==> src/rtl/d2f_pkg.sv <==
`timescale 1ns / 1ps
// ----------------------------------------------------------------------------
// d2f_pkg
// shared types and constants for the decimal to binary32 converter
// ----------------------------------------------------------------------------
package d2f_pkg;

  localparam int unsigned SigW = 24;
  localparam int unsigned ExpW = 9;
  localparam int unsigned FloatW = 32;
  localparam int unsigned ScaleW = 5;
  localparam int unsigned ExpBias = 127;

  // request into the divide-by-ten unit
  typedef struct packed {
    logic            start;
    logic [SigW-1:0] sig;
  } d2f_div_req_t;

  // response from the divide-by-ten unit
  typedef struct packed {
    logic            done;
    logic [SigW-1:0] sig;
    logic [2:0]      exp_drop;
  } d2f_div_rsp_t;

endpackage

==> src/rtl/d2f_div10.sv <==
`timescale 1ns / 1ps
// ----------------------------------------------------------------------------
// d2f_div10
// registered divide of a normalized 24-bit significand by ten, rounded to
// nearest even back into 24 bits, with the matching exponent drop
// ----------------------------------------------------------------------------
module d2f_div10 (
  input  logic                 clk_i,
  input  logic                 rst_ni,
  input  d2f_pkg::d2f_div_req_t req_i,
  output d2f_pkg::d2f_div_rsp_t rsp_o
);
  import d2f_pkg::*;

  // quotient of sig << 28 by ten is {sig / 10, (sig % 10) << 28 / 10}
  localparam int unsigned ProdW  = 2 * SigW;
  localparam int unsigned QuoHiW = 21;
  localparam int unsigned QuoLoW = 28;
  localparam int unsigned QuoW   = QuoHiW + QuoLoW;
  // ceil(2^27 / 10) gives an exact floor(x / 10) for any 24-bit x
  localparam logic [SigW-1:0] RecipTen = 24'hCCCCCD;

  logic              mul_vld_q;
  logic [SigW-1:0]   sig_in_q;
  logic [ProdW-1:0]  prod_q;
  logic              done_q;
  logic [SigW-1:0]   sig_out_q, sig_out_d;
  logic [2:0]        drop_q, drop_d;

  logic [QuoHiW-1:0] quo_hi;
  logic [3:0]        digit;
  logic [QuoLoW-1:0] quo_lo;
  logic              rem_nz;
  logic [QuoW-1:0]   quo;
  logic [SigW-1:0]   ns;
  logic              rbit, sticky;
  logic [SigW:0]     rnd;
  logic [2:0]        drop_base;

  assign quo_hi = prod_q[ProdW-1 -: QuoHiW];
  // sig - 10 * (sig / 10)
  assign digit  = 4'(sig_in_q - SigW'({quo_hi, 3'b000}) - SigW'({quo_hi, 1'b0}));
  // 2^28 mod 10 is 6, so only digits 0 and 5 divide evenly
  assign rem_nz = !(digit inside {4'd0, 4'd5});

  always_comb begin
    case (digit)
      4'd1:    quo_lo = 28'd26843545;
      4'd2:    quo_lo = 28'd53687091;
      4'd3:    quo_lo = 28'd80530636;
      4'd4:    quo_lo = 28'd107374182;
      4'd5:    quo_lo = 28'd134217728;
      4'd6:    quo_lo = 28'd161061273;
      4'd7:    quo_lo = 28'd187904819;
      4'd8:    quo_lo = 28'd214748364;
      4'd9:    quo_lo = 28'd241591910;
      default: quo_lo = '0;
    endcase
  end

  assign quo = {quo_hi, quo_lo};

  // leading one of the quotient is at bit 48 or 47: exponent drops 3 or 4,
  // one less when rounding carries out
  always_comb begin
    if (quo[QuoW-1]) begin
      ns        = quo[QuoW-1 -: SigW];
      rbit      = quo[QuoW-1-SigW];
      sticky    = rem_nz || (quo[QuoW-2-SigW:0] != '0);
      drop_base = 3'd3;
    end else begin
      ns        = quo[QuoW-2 -: SigW];
      rbit      = quo[QuoW-2-SigW];
      sticky    = rem_nz || (quo[QuoW-3-SigW:0] != '0);
      drop_base = 3'd4;
    end
    rnd = {1'b0, ns} + (SigW+1)'(rbit && (sticky || ns[0]));
    if (rnd[SigW]) begin
      sig_out_d = rnd[SigW:1];
      drop_d    = drop_base - 3'd1;
    end else begin
      sig_out_d = rnd[SigW-1:0];
      drop_d    = drop_base;
    end
  end

  always_ff @(posedge clk_i or negedge rst_ni) begin
    if (!rst_ni) begin
      mul_vld_q <= 1'b0;
      done_q    <= 1'b0;
    end else begin
      mul_vld_q <= req_i.start;
      done_q    <= mul_vld_q;
    end
  end

  always_ff @(posedge clk_i) begin
    if (req_i.start) begin
      sig_in_q <= req_i.sig;
      prod_q   <= ProdW'(req_i.sig) * ProdW'(RecipTen);
    end
    if (mul_vld_q) begin
      sig_out_q <= sig_out_d;
      drop_q    <= drop_d;
    end
  end

  assign rsp_o.done     = done_q;
  assign rsp_o.sig      = sig_out_q;
  assign rsp_o.exp_drop = drop_q;

`ifndef SYNTHESIS
  a_done_pulse: assert property (@(posedge clk_i) disable iff (!rst_ni)
    done_q |=> !done_q) else $error("div done held");
  a_norm_out: assert property (@(posedge clk_i) disable iff (!rst_ni)
    done_q |-> rsp_o.sig[SigW-1]) else $error("quotient not normalized");
  a_no_restart: assert property (@(posedge clk_i) disable iff (!rst_ni)
    (mul_vld_q || done_q) |-> !req_i.start) else $error("divider restarted while busy");
  a_drop_range: assert property (@(posedge clk_i) disable iff (!rst_ni)
    done_q |-> (drop_q >= 3'd2 && drop_q <= 3'd4)) else $error("exponent drop out of range");
`endif

endmodule

==> src/rtl/decimal96_to_float_converter_core.sv <==
`timescale 1ns / 1ps
// ----------------------------------------------------------------------------
// decimal96_to_float_converter_core
// 96-bit decimal to ieee binary32, normalize then repeated rounded /10
// ----------------------------------------------------------------------------
// channel | ports                                              | handshake
// input   | mantissa_low_i mantissa_high_i decimal_scale_i negative_i | start_i, busy_o
// result  | float_bits_o                                       | done_o strobe
//
// normalize shifts one bit a cycle until the leading one is at the top,
// then one rounding step and one pass per unit of scale through the shared
// divide-by-ten unit: busy_o is high from the transfer until the result is
// out (a zero mantissa skips straight to the output)
// done_o pulses in the cycle busy_o drops; reset clears all core registers
// the result is flagged by done_o for one cycle and cannot be held off
module decimal96_to_float_converter_core #(
  parameter int unsigned MANTISSA_BITS = 96,
  parameter int unsigned MAX_SCALE     = 28
) (
  input  logic                          clk_i,
  input  logic                          rst_ni,
  input  logic                          start_i,
  output logic                          busy_o,
  input  logic [63:0]                   mantissa_low_i,
  input  logic [31:0]                   mantissa_high_i,
  input  logic [d2f_pkg::ScaleW-1:0]    decimal_scale_i,
  input  logic                          negative_i,
  output logic                          done_o,
  output logic [d2f_pkg::FloatW-1:0]    float_bits_o
);
  import d2f_pkg::*;

  localparam int unsigned MW = MANTISSA_BITS;
  localparam int unsigned PW = $clog2(MW);

  typedef enum logic [2:0] {
    S_IDLE, S_NORM, S_ROUND, S_DIV, S_WAIT, S_OUT
  } state_e;

  state_e          state_q;
  logic [MW-1:0]   m_q;
  logic [PW-1:0]   p_q;
  logic [ScaleW-1:0] scale_q;
  logic            neg_q;
  logic [SigW-1:0] sig_q;
  logic [ExpW-1:0] exp_q;
  logic            done_q;
  logic [FloatW-1:0] res_q;

  d2f_div_req_t div_req;
  d2f_div_rsp_t div_rsp;

  d2f_div10 u_div (
    .clk_i  (clk_i),
    .rst_ni (rst_ni),
    .req_i  (div_req),
    .rsp_o  (div_rsp)
  );

  logic [127:0] full_in;
  logic [MW-1:0] m_in;
  logic [ScaleW-1:0] scale_in;
  assign full_in  = {32'd0, mantissa_high_i, mantissa_low_i};
  assign m_in     = MW'(full_in);
  assign scale_in = (32'(decimal_scale_i) > 32'(MAX_SCALE)) ?
                    ScaleW'(MAX_SCALE) : decimal_scale_i;

  // rounding of the normalized mantissa to 24 bits
  logic [SigW:0] rsig;
  logic          rb, st;
  always_comb begin
    rb   = m_q[MW-SigW-1];
    st   = (m_q & ((MW'(1) << (MW-SigW-1)) - MW'(1))) != '0;
    rsig = {1'b0, m_q[MW-1 -: SigW]} + (SigW+1)'(rb && (st || m_q[MW-SigW]));
  end

  assign div_req.start = (state_q == S_DIV);
  assign div_req.sig   = sig_q;

  always_ff @(posedge clk_i or negedge rst_ni) begin
    if (!rst_ni) begin
      state_q <= S_IDLE;
      done_q  <= 1'b0;
      m_q     <= '0;
      p_q     <= '0;
      scale_q <= '0;
      neg_q   <= 1'b0;
      sig_q   <= '0;
      exp_q   <= '0;
      res_q   <= '0;
    end else begin
      done_q <= 1'b0;
      case (state_q)
        S_IDLE: begin
          if (start_i) begin
            m_q     <= m_in;
            p_q     <= PW'(MW - 1);
            scale_q <= scale_in;
            neg_q   <= negative_i;
            if (m_in == '0) begin
              res_q   <= {negative_i, 31'd0};
              state_q <= S_OUT;
            end else begin
              state_q <= S_NORM;
            end
          end
        end
        S_NORM: begin
          if (m_q[MW-1]) begin
            state_q <= S_ROUND;
          end else begin
            m_q <= {m_q[MW-2:0], 1'b0};
            p_q <= p_q - 1'b1;
          end
        end
        S_ROUND: begin
          if (rsig[SigW]) begin
            sig_q <= rsig[SigW:1];
            exp_q <= ExpW'(p_q) + 1'b1;
          end else begin
            sig_q <= rsig[SigW-1:0];
            exp_q <= ExpW'(p_q);
          end
          state_q <= (scale_q == '0) ? S_OUT : S_DIV;
        end
        S_DIV: state_q <= S_WAIT;
        S_WAIT: begin
          if (div_rsp.done) begin
            sig_q   <= div_rsp.sig;
            exp_q   <= exp_q - ExpW'(div_rsp.exp_drop);
            scale_q <= scale_q - 1'b1;
            state_q <= (scale_q == ScaleW'(1)) ? S_OUT : S_DIV;
          end
        end
        S_OUT: begin
          done_q  <= 1'b1;
          state_q <= S_IDLE;
          if (m_q != '0)
            res_q <= {neg_q, 8'(exp_q + ExpW'(ExpBias)), sig_q[SigW-2:0]};
        end
        default: state_q <= S_IDLE;
      endcase
    end
  end

  assign busy_o       = (state_q != S_IDLE);
  assign done_o       = done_q;
  assign float_bits_o = res_q;

`ifndef SYNTHESIS
  a_busy_after_start: assert property (@(posedge clk_i) disable iff (!rst_ni)
    (start_i && !busy_o) |=> busy_o) else $error("start not taken");
  a_done_idle: assert property (@(posedge clk_i) disable iff (!rst_ni)
    done_o |-> !busy_o || $past(state_q == S_OUT)) else $error("stray done");
  a_done_once: assert property (@(posedge clk_i) disable iff (!rst_ni)
    done_o |=> !done_o) else $error("done held");
`endif

endmodule
==> config.mk <==
export PLATFORM = sky130hd
export DESIGN_NAME = decimal96_to_float_converter_core
export DESIGN_NICKNAME = d
export VERILOG_FILES = /design/src/rtl/d2f_pkg.sv /design/src/rtl/d2f_div10.sv /design/src/rtl/decimal96_to_float_converter_core.sv
export SDC_FILE = /design/constraint.sdc
export NUM_CORES = 1
export LEC_CHECK = 0
export BUFFER_PORTS_ARGS = -buffer_cell sky130_fd_sc_hd__buf_2
export CORE_MARGIN = 5
export CORE_UTILIZATION = 60
export DETAILED_ROUTE_END_ITERATION = 8
export PLACE_DENSITY_LB_ADDON = 0.05
export SYNTH_ARGS = -nofsm -noshare
export SYNTH_HDL_FRONTEND = slang
export SYNTH_SLANG_ARGS = --single-unit
export TNS_END_PERCENT = 50
==> constraint.sdc <==
create_clock -name clk_i -period 19.89 [get_ports clk_i]
set_clock_uncertainty 0.05 [all_clocks]
set_input_delay 3.978 -clock clk_i [delete_from_list [all_inputs] [get_ports clk_i]]
set_output_delay 3.978 -clock clk_i [all_outputs]
set_load 0.02 [all_outputs]
==> results by group, run 1 <==
GRT
  • Overall Global Routing Usage: ~29%
  • Global-route wire length before repair: 90700 um
  • Largest net degree at the start of global routing: 106
  • Total congestion overflow: 0
  • Initial antenna violation count: 0
  • Vias in the first global route: roughly 17000

STA
  • Worst rel slew slack: 22.7%
  • Fin crit share: between 30% and 40%
  • RSZ-0062 raised after global routing: no
  • # setup viols final: 0
  • Setup TNS Final: 0 ns
  • Worst-margin pin slew: around 1.2 ns
  • Hold slack: about 0.42 ns
  • Pins Over Slew Limit: 0
  • Peak Freq: 134 MHz
  • Tmin final: ~7.4 ns
  • Final count of hold timing violations: 0

Drt
  • Via density: around 6
  • Vias after detailed routing: approximately 17000
  • Wire per inst: just over 20 um
  • Starting DRC count in detailed routing: roughly 1400
  • Pre-antenna DRT Iters: 7
  • Drt total wl: between 50000 and 60000 um
  • Post-DRT Antenna Nets: 0
  • # DRC: 0

Die
  • Die W: roughly 200 um
  • Chip height: 200 um
  • Core Region: 0.0357 mm^2
  • Starting Density: between 60% and 70%
  • Row count: between 60 and 70
  • Boundary pin count: 139
  • Die ar.: roughly 0.040 mm^2

Status
  • Status: finished clean

Yosys
  • Dominant cells by area after synthesis: dfrtp_1 (21%), fa_1 (19%), ha_1 (17%)
  • Primary FF master, synth: dfrtp_1
  • Cell taking the most area after synthesis: dfrtp_1
  • Mapped Cells: between 2000 and 2500
  • Post-synth EDFFs: 52
  • Library cells used by synthesis: 77
  • Top cells by count, synth: inv_1 (352), nand2_1 (306), ha_1 (286)
  • Top cell type's share of synthesized area: 20.7%
  • Mapped Avg Cell Area: ~9.7 um^2
  • Synth warnings: 0
  • Post-synth ARST share: between 70 and 80%
  • Sequential area share after synthesis: roughly 28%
  • Mapped Nets: ~2800
  • Count leader, synth: inv_1
  • Yosys reg bits: between 200 and 250
  • Mapped cell area: between 0.02 and 0.025 mm^2

Cells and area
  • Area delta synth->final: 9.49%
  • Fillcell total: about 3000
  • Register area: ~0.0060 mm^2
  • Area of the multi-input gates: between 0.01 and 0.015 mm^2
  • Nets@finish: about 3000
  • Ant diodes: 0
  • Layout cells sized above 1: under 10%

Clock tree
  • Clock Tree Buf Depth: 3
  • Clk slew on worst S/H paths: about 0.060 ns
  • TritonCTS Sinks: about 230
  • CTS tree: yes
  • Root Driver: clkbuf_16
  • Num CTS Buffers: 26
  • Post-CTS setup buffers: 0
  • Post-CTS resize count: 0
  • Hold-fix buffers at CTS: 0
  • Clk Latency, worst-skew pair: around 0.55 ns
  • H-tree depth reported by CTS: 1

Setup path
  • CP endpoint kind: flop
  • WP data required: between 20 and 25 ns
  • Critical Path Start Type: flop
  • Crit path max fanout: 14
  • Setup CP Type: flop to flop
  • CP Data Arrival Time: about 7.7 ns

Job
  • Max cap viols: 0

Min path
  • Worst hold path class: flop to flop

Place
  • DP HPWL: 45200 um
  • Routability-driven placement congestion ratio: between 1 and 1.5
  • Port Buffers: roughly 140
==> stage by stage <==
stage / std cells / area (um^2) / setup WS, ns / utilization, %
6_report: 2806 / 23700 / 12.45 / 66.6
5_1_grt: 2806 / 23700 / 12.06 / 66.6
4_1_cts: 2806 / 23700 / 12.49 / 66.6
3_5_place_dp: 2758 / 22800 / 12.52 / 63.9
3_3_place_gp: 2758 / 22800 / 12.60 / 63.9
2_1_floorplan: 2225 / 21700 / 13.57 / -
==> area by class of cell <==
type,count,area share (%)
multi-input combinational,1560,59.1
tap,461,2.43
sequential,231,25.4
timing repair buffer,151,3.35
inverter,355,5.61
clock buffer,40,3.48
clock inverter,8,0.548
==> cell families (layout without fill, tap and decap cells) <==
group | Yosys count | count (layout) | synth area share, %
AO/OA/AOI/OAI | 374 | 374 | 11.6
XOR/XNOR | 99 | 99 | 4.07
adder cells (fa/ha/maj) | 495 | 495 | 35.8
buffers and inverters | 434 | 554 | 7.59
flip-flops | 231 | 231 | 27.9
multiplexers | 15 | 15 | 0.727
AND/OR/NAND/NOR | 577 | 577 | 12.3
==> worst max-delay path, cell delays in order (launching register included) <==
cell	delay (ns)
dfrtp_1	0.75
ha_1	0.43
xor2_1	0.35
ha_1	0.31
fa_1	0.48
fa_1	0.58
fa_1	0.53
fa_1	0.55
inv_1	0.06
fa_1	0.52
inv_1	0.04
ha_1	0.33
a2111oi_0	0.41
o21ai_0	0.16
o21ai_0	0.15
o21ai_0	0.17
a211oi_1	0.34
nor2_1	0.26
a221o_1	0.42
a21boi_0	0.24
xnor2_1	0.10
==> metal layers <==
layer	wire (um)	GRT usage [%]	up-vias
li1	-	-	7728
met1	24600	42.0	8233
met2	26600	45.7	571
met3	3960	4.72	85
met4	1660	7.45	0
met5	0	0	-
==> final timing paths <==
check,startpoint,to,slack [ns],cells after the start
min in group asynchronous,rst_ni,float_bits_o[15]$_DFFE_PN0P_,3.52,1
max in group asynchronous,rst_ni,m_q[46]$_DFFE_PN0P_,14.71,2
min reg2reg,float_bits_o[28]$_DFFE_PN0P_,float_bits_o[28]$_DFFE_PN0P_,0.42,2
max reg2reg,sig_q[2]$_DFFE_PN0P_,u_div.prod_q[42]$_DFFE_PP_,12.45,20
max,sig_q[2]$_DFFE_PN0P_,u_div.prod_q[42]$_DFFE_PP_,12.45,20
min,float_bits_o[28]$_DFFE_PN0P_,float_bits_o[28]$_DFFE_PN0P_,0.42,2
==> cell usage in the layout, fill, tap and decap left out, types with 51 or more instances in the layout <==
cell / synthesis / layout
ha_1: 286 / 286
xnor2_1: 51 / 51
inv_1: 352 / 352
buf_2: 4 / 137
o21ai_0: 61 / 61
dfrtp_1: 179 / 179
nand2_1: 306 / 306
fa_1: 209 / 209
edfxtp_1: 52 / 52
a21oi_1: 73 / 73
nor4_1: 51 / 51
a22oi_1: 97 / 97
nor2_1: 67 / 63
==> state kept, by name, summed over array words and instances, names as in the netlist <==
name,cells
exp_q,8
u_div.prod_q,23
u_div.mul_vld_q,1
u_div.done_q,1
state_q,3
float_bits_o,32
done_o,1
neg_q,1
u_div.drop_q,3
sig_q,24
u_div.sig_in_q,2
u_div.sig_out_q,24
scale_q,5
p_q,7
m_q,96
Power of run 1 is left out: the tool's default activity adds up to more than one toggle a clock period on the data nets, which glitch-free logic cannot reach.
==> inputs of run 2 (changes only) <==
ABC_AREA = 1   (was not set)
clock period = 7.21 ns   (was 19.89 ns; I/O delays follow)
==> run 2 against run 1 <==
  * Synthesized cell count grew 22%
  * Count of clock-buffer cells in the layout shrank 4
  * Routed wire length grew 16%
  * Hold slack gained 0.018 ns
  * Final cell count grew 21%
  * Design area grew 7.5%
  * Sequential share of layout area shrank 1.8 points
  * Critical endpoint is now u_div.prod_q[39]$_DFFE_PP_
  * Critical path depth grew 1
  * Worst setup slack lost 12 ns
  * Via count grew 15%
==> results by group, run 2 <==
Place
  • Routability-driven placement congestion ratio: 0.980
  • Placed Area: around 0.025 mm^2
  • DP HPWL: around 54000 um
  • Port Buffers: roughly 140

GRT
  • Total congestion overflow: 0
  • Initial antenna violation count: 3
  • Met2 usage: between 40% and 50%
  • Vias in the first global route: between 15000 and 20000
  • Most used routing layer: met1
  • Largest net degree at the start of global routing: 80
  • Global-route wire length before repair: 106000 um
  • Overall Global Routing Usage: between 30 and 40%
  • M3 GR Usage: around 8.5%
  • Met1 usage: about 46%

Cells and area
  • Most flop-heavy register: m_q
  • Commonest cells after routing, fill and taps aside: inv_1 (640), nand2_1 (402), ha_1 (286)
  • Area delta synth->final: 9.29%
  • Fillcell total: 3354
  • Most common cell after layout, fill and taps aside: inv_1
  • Largest register FFs: between 90 and 100
  • Design Area, Final: 0.0255 mm^2
  • Layout cells sized above 1: under 10%
  • Nets@finish: approximately 3400

Clock tree
  • CTS tree: yes
  • Clk Latency, worst-skew pair: about 0.55 ns
  • H-tree depth reported by CTS: 1
  • Clk slew on worst S/H paths: 0.06 ns
  • Post-CTS resize count: 0
  • Root Driver: clkbuf_16
  • Num CTS Buffers: 27
  • Hold-fix buffers at CTS: 0
  • Clock Tree Buf Depth: 3
  • TritonCTS Sinks: approximately 230
  • Post-CTS setup buffers: 0

Drt
  • Post-DRT Antenna Nets: 0
  • # DRC: 0
  • Wire per inst: around 20 um
  • Drt total wl: roughly 66000 um
  • Via density: 5.63
  • Vias after detailed routing: 19100
  • Starting DRC count in detailed routing: around 1600
  • Pre-antenna DRT Iters: 5

STA
  • RSZ-0062 raised after global routing: no
  • Final count of hold timing violations: 0
  • # setup viols final: 0
  • Worst rel slew slack: approximately a fifth
  • Tmin final: roughly 6.6 ns
  • Worst-margin pin slew: around 1.2 ns
  • Peak Freq: between 150 and 200 MHz
  • Fin crit share: between 90 and 100%
  • Setup TNS Final: 0 ns
  • Pins Over Slew Limit: 0

Die
  • Row count: between 70 and 80
  • Starting Density: just over 60%
  • Boundary pin count: around 140
  • Die ar.: between 0.04 and 0.05 mm^2
  • Core Region: about 0.039 mm^2
  • Die W: 207 um
  • Chip height: 207 um

Setup path
  • Worst-case reg-to-reg path depth: 21
  • Setup CP Type: flop to flop
  • Crit path max fanout: 11
  • WP data required: approximately 7.5 ns
  • R2r setup slk: approximately 0.59 ns
  • CP Data Arrival Time: between 6 and 7 ns
  • CP endpoint kind: flop
  • Reg-to-Reg End: u_div.prod_q[39]$_DFFE_PP_
  • Critical Path Start Type: flop
  • R2r startpoint: sig_q[4]$_DFFE_PN0P_

Yosys
  • Top cell type's share of synthesized area: about a fifth
  • Cell taking the most area after synthesis: dfrtp_1
  • Library cells used by synthesis: 57
  • Top cells by count, synth: inv_1 (640), nand2_1 (402), ha_1 (286)
  • Yosys reg bits: ~230
  • Post-synth EDFFs: 52
  • Dominant cells by area after synthesis: dfrtp_1 (19%), fa_1 (18%), ha_1 (15%)
  • Count leader, synth: inv_1
  • Sequential area share after synthesis: about a quarter
  • Mapped Avg Cell Area: between 8 and 9 um^2
  • Mapped Nets: around 3300
  • Primary FF master, synth: dfrtp_1
  • Synth warnings: 0
  • Mapped Cells: 2716
  • Mapped cell area: around 0.023 mm^2
  • Post-synth ARST share: 77.5%

Min path
  • Worst hold path depth: 2
  • Hold Crit Start: m_q[15]$_DFFE_PN0P_
  • Worst hold path class: flop to flop
  • Hold endpoint: m_q[15]$_DFFE_PN0P_

Job
  • Max cap viols: 0

Status
  • Status: finished clean
run 2: cell count changes after synthesis, moves of 23 or more:
cell | previous run | this run
a22oi_1 | 97 | 0
inv_1 | 352 | 640
o211ai_1 | 6 | 29
a22o_1 | 26 | 0
o21ai_0 | 61 | 116
clkbuf_1 | 68 | 39
nand3_1 | 34 | 76
nand2_1 | 306 | 402
xnor2_1 | 51 | 10
o221ai_1 | 0 | 76
nor2_1 | 67 | 160
run 2: area by class of cell:
| type | count | area [um^2] | share of cell area [%] |
|---|---|---|---|
| multi-input combinational | 1764 | 14500 | 56.9 |
| sequential | 231 | 6040 | 23.7 |
| inverter | 656 | 2460 | 9.66 |
| timing repair buffer | 167 | 915 | 3.58 |
| clock buffer | 36 | 749 | 2.94 |
| tap | 518 | 648 | 2.54 |
| clock inverter | 14 | 165 | 0.647 |
| antenna | 1 | 2.50 | 0.00981 |
run 2: cells by family after synthesis:
family	share of synthesized area [%]
DFF	25.9
xor gates and xnor gates	2.51
muxes	0.0857
and+or+nand+nor	15.6
adders and majority gates	33.2
buffers and inverters	11.9
AOI/OAI and AO/OA	10.7
run 2: worst max-delay path, cell delays in order (launching register included):
cell and delay, ns:
dfrtp_1 0.63, ha_1 0.44, fa_1 0.58, inv_1 0.07, fa_1 0.57, fa_1 0.44
fa_1 0.49, inv_1 0.06, fa_1 0.53, inv_1 0.06, fa_1 0.60, inv_1 0.07
ha_1 0.31, a21oi_1 0.10, o21ai_0 0.36, a21oi_1 0.13, o21ai_0 0.47, inv_1 0.10
nand2_1 0.12, nand2_1 0.07, nand3_1 0.07, nand2_1 0.05
run 2: through the flow:
| stage | utilization, % | cells | setup WS (ns) | hold WS (ns) |
|---|---|---|---|---|
| after CTS | 66.2 | 3386 | 0.722 | 0.444 |
| final | 66.2 | 3387 | 0.593 | 0.440 |
| after floorplan | - | 2716 | 1.44 | 0.395 |
| after global routing | 66.2 | 3387 | 0.315 | 0.470 |
| after detailed placement | 63.8 | 3336 | 0.748 | 0.430 |
| after global placement | 63.8 | 3336 | 0.716 | 0.424 |
run 2: how the worst max path moves through the flow:
| stage | startpoint | end | slack (ns) | depth (start not counted) |
|---|---|---|---|---|
| 4_1_cts | sig_q[4]$_DFFE_PN0P_ | u_div.prod_q[39]$_DFFE_PP_ | 0.72 | 21 |
| 3_3_place_gp | sig_q[4]$_DFFE_PN0P_ | u_div.prod_q[39]$_DFFE_PP_ | 0.72 | 21 |
| 6_report | sig_q[4]$_DFFE_PN0P_ | u_div.prod_q[39]$_DFFE_PP_ | 0.59 | 21 |
| 5_1_grt | sig_q[2]$_DFFE_PN0P_ | u_div.prod_q[35]$_DFFE_PP_ | 0.31 | 22 |
| 2_1_floorplan | sig_q[2]$_DFFE_PN0P_ | u_div.prod_q[46]$_DFFE_PP_ | 1.44 | 21 |
| 3_5_place_dp | sig_q[4]$_DFFE_PN0P_ | u_div.prod_q[39]$_DFFE_PP_ | 0.75 | 21 |
run 2: metal layers:
metal | part of all wire (%) | vias up
met5 | 0.033 | -
met4 | 2.4 | 4
met3 | 9.5 | 93
met2 | 42 | 689
met1 | 46 | 9242
li1 | - | 9034
Power of run 2 is left out for the same reason.
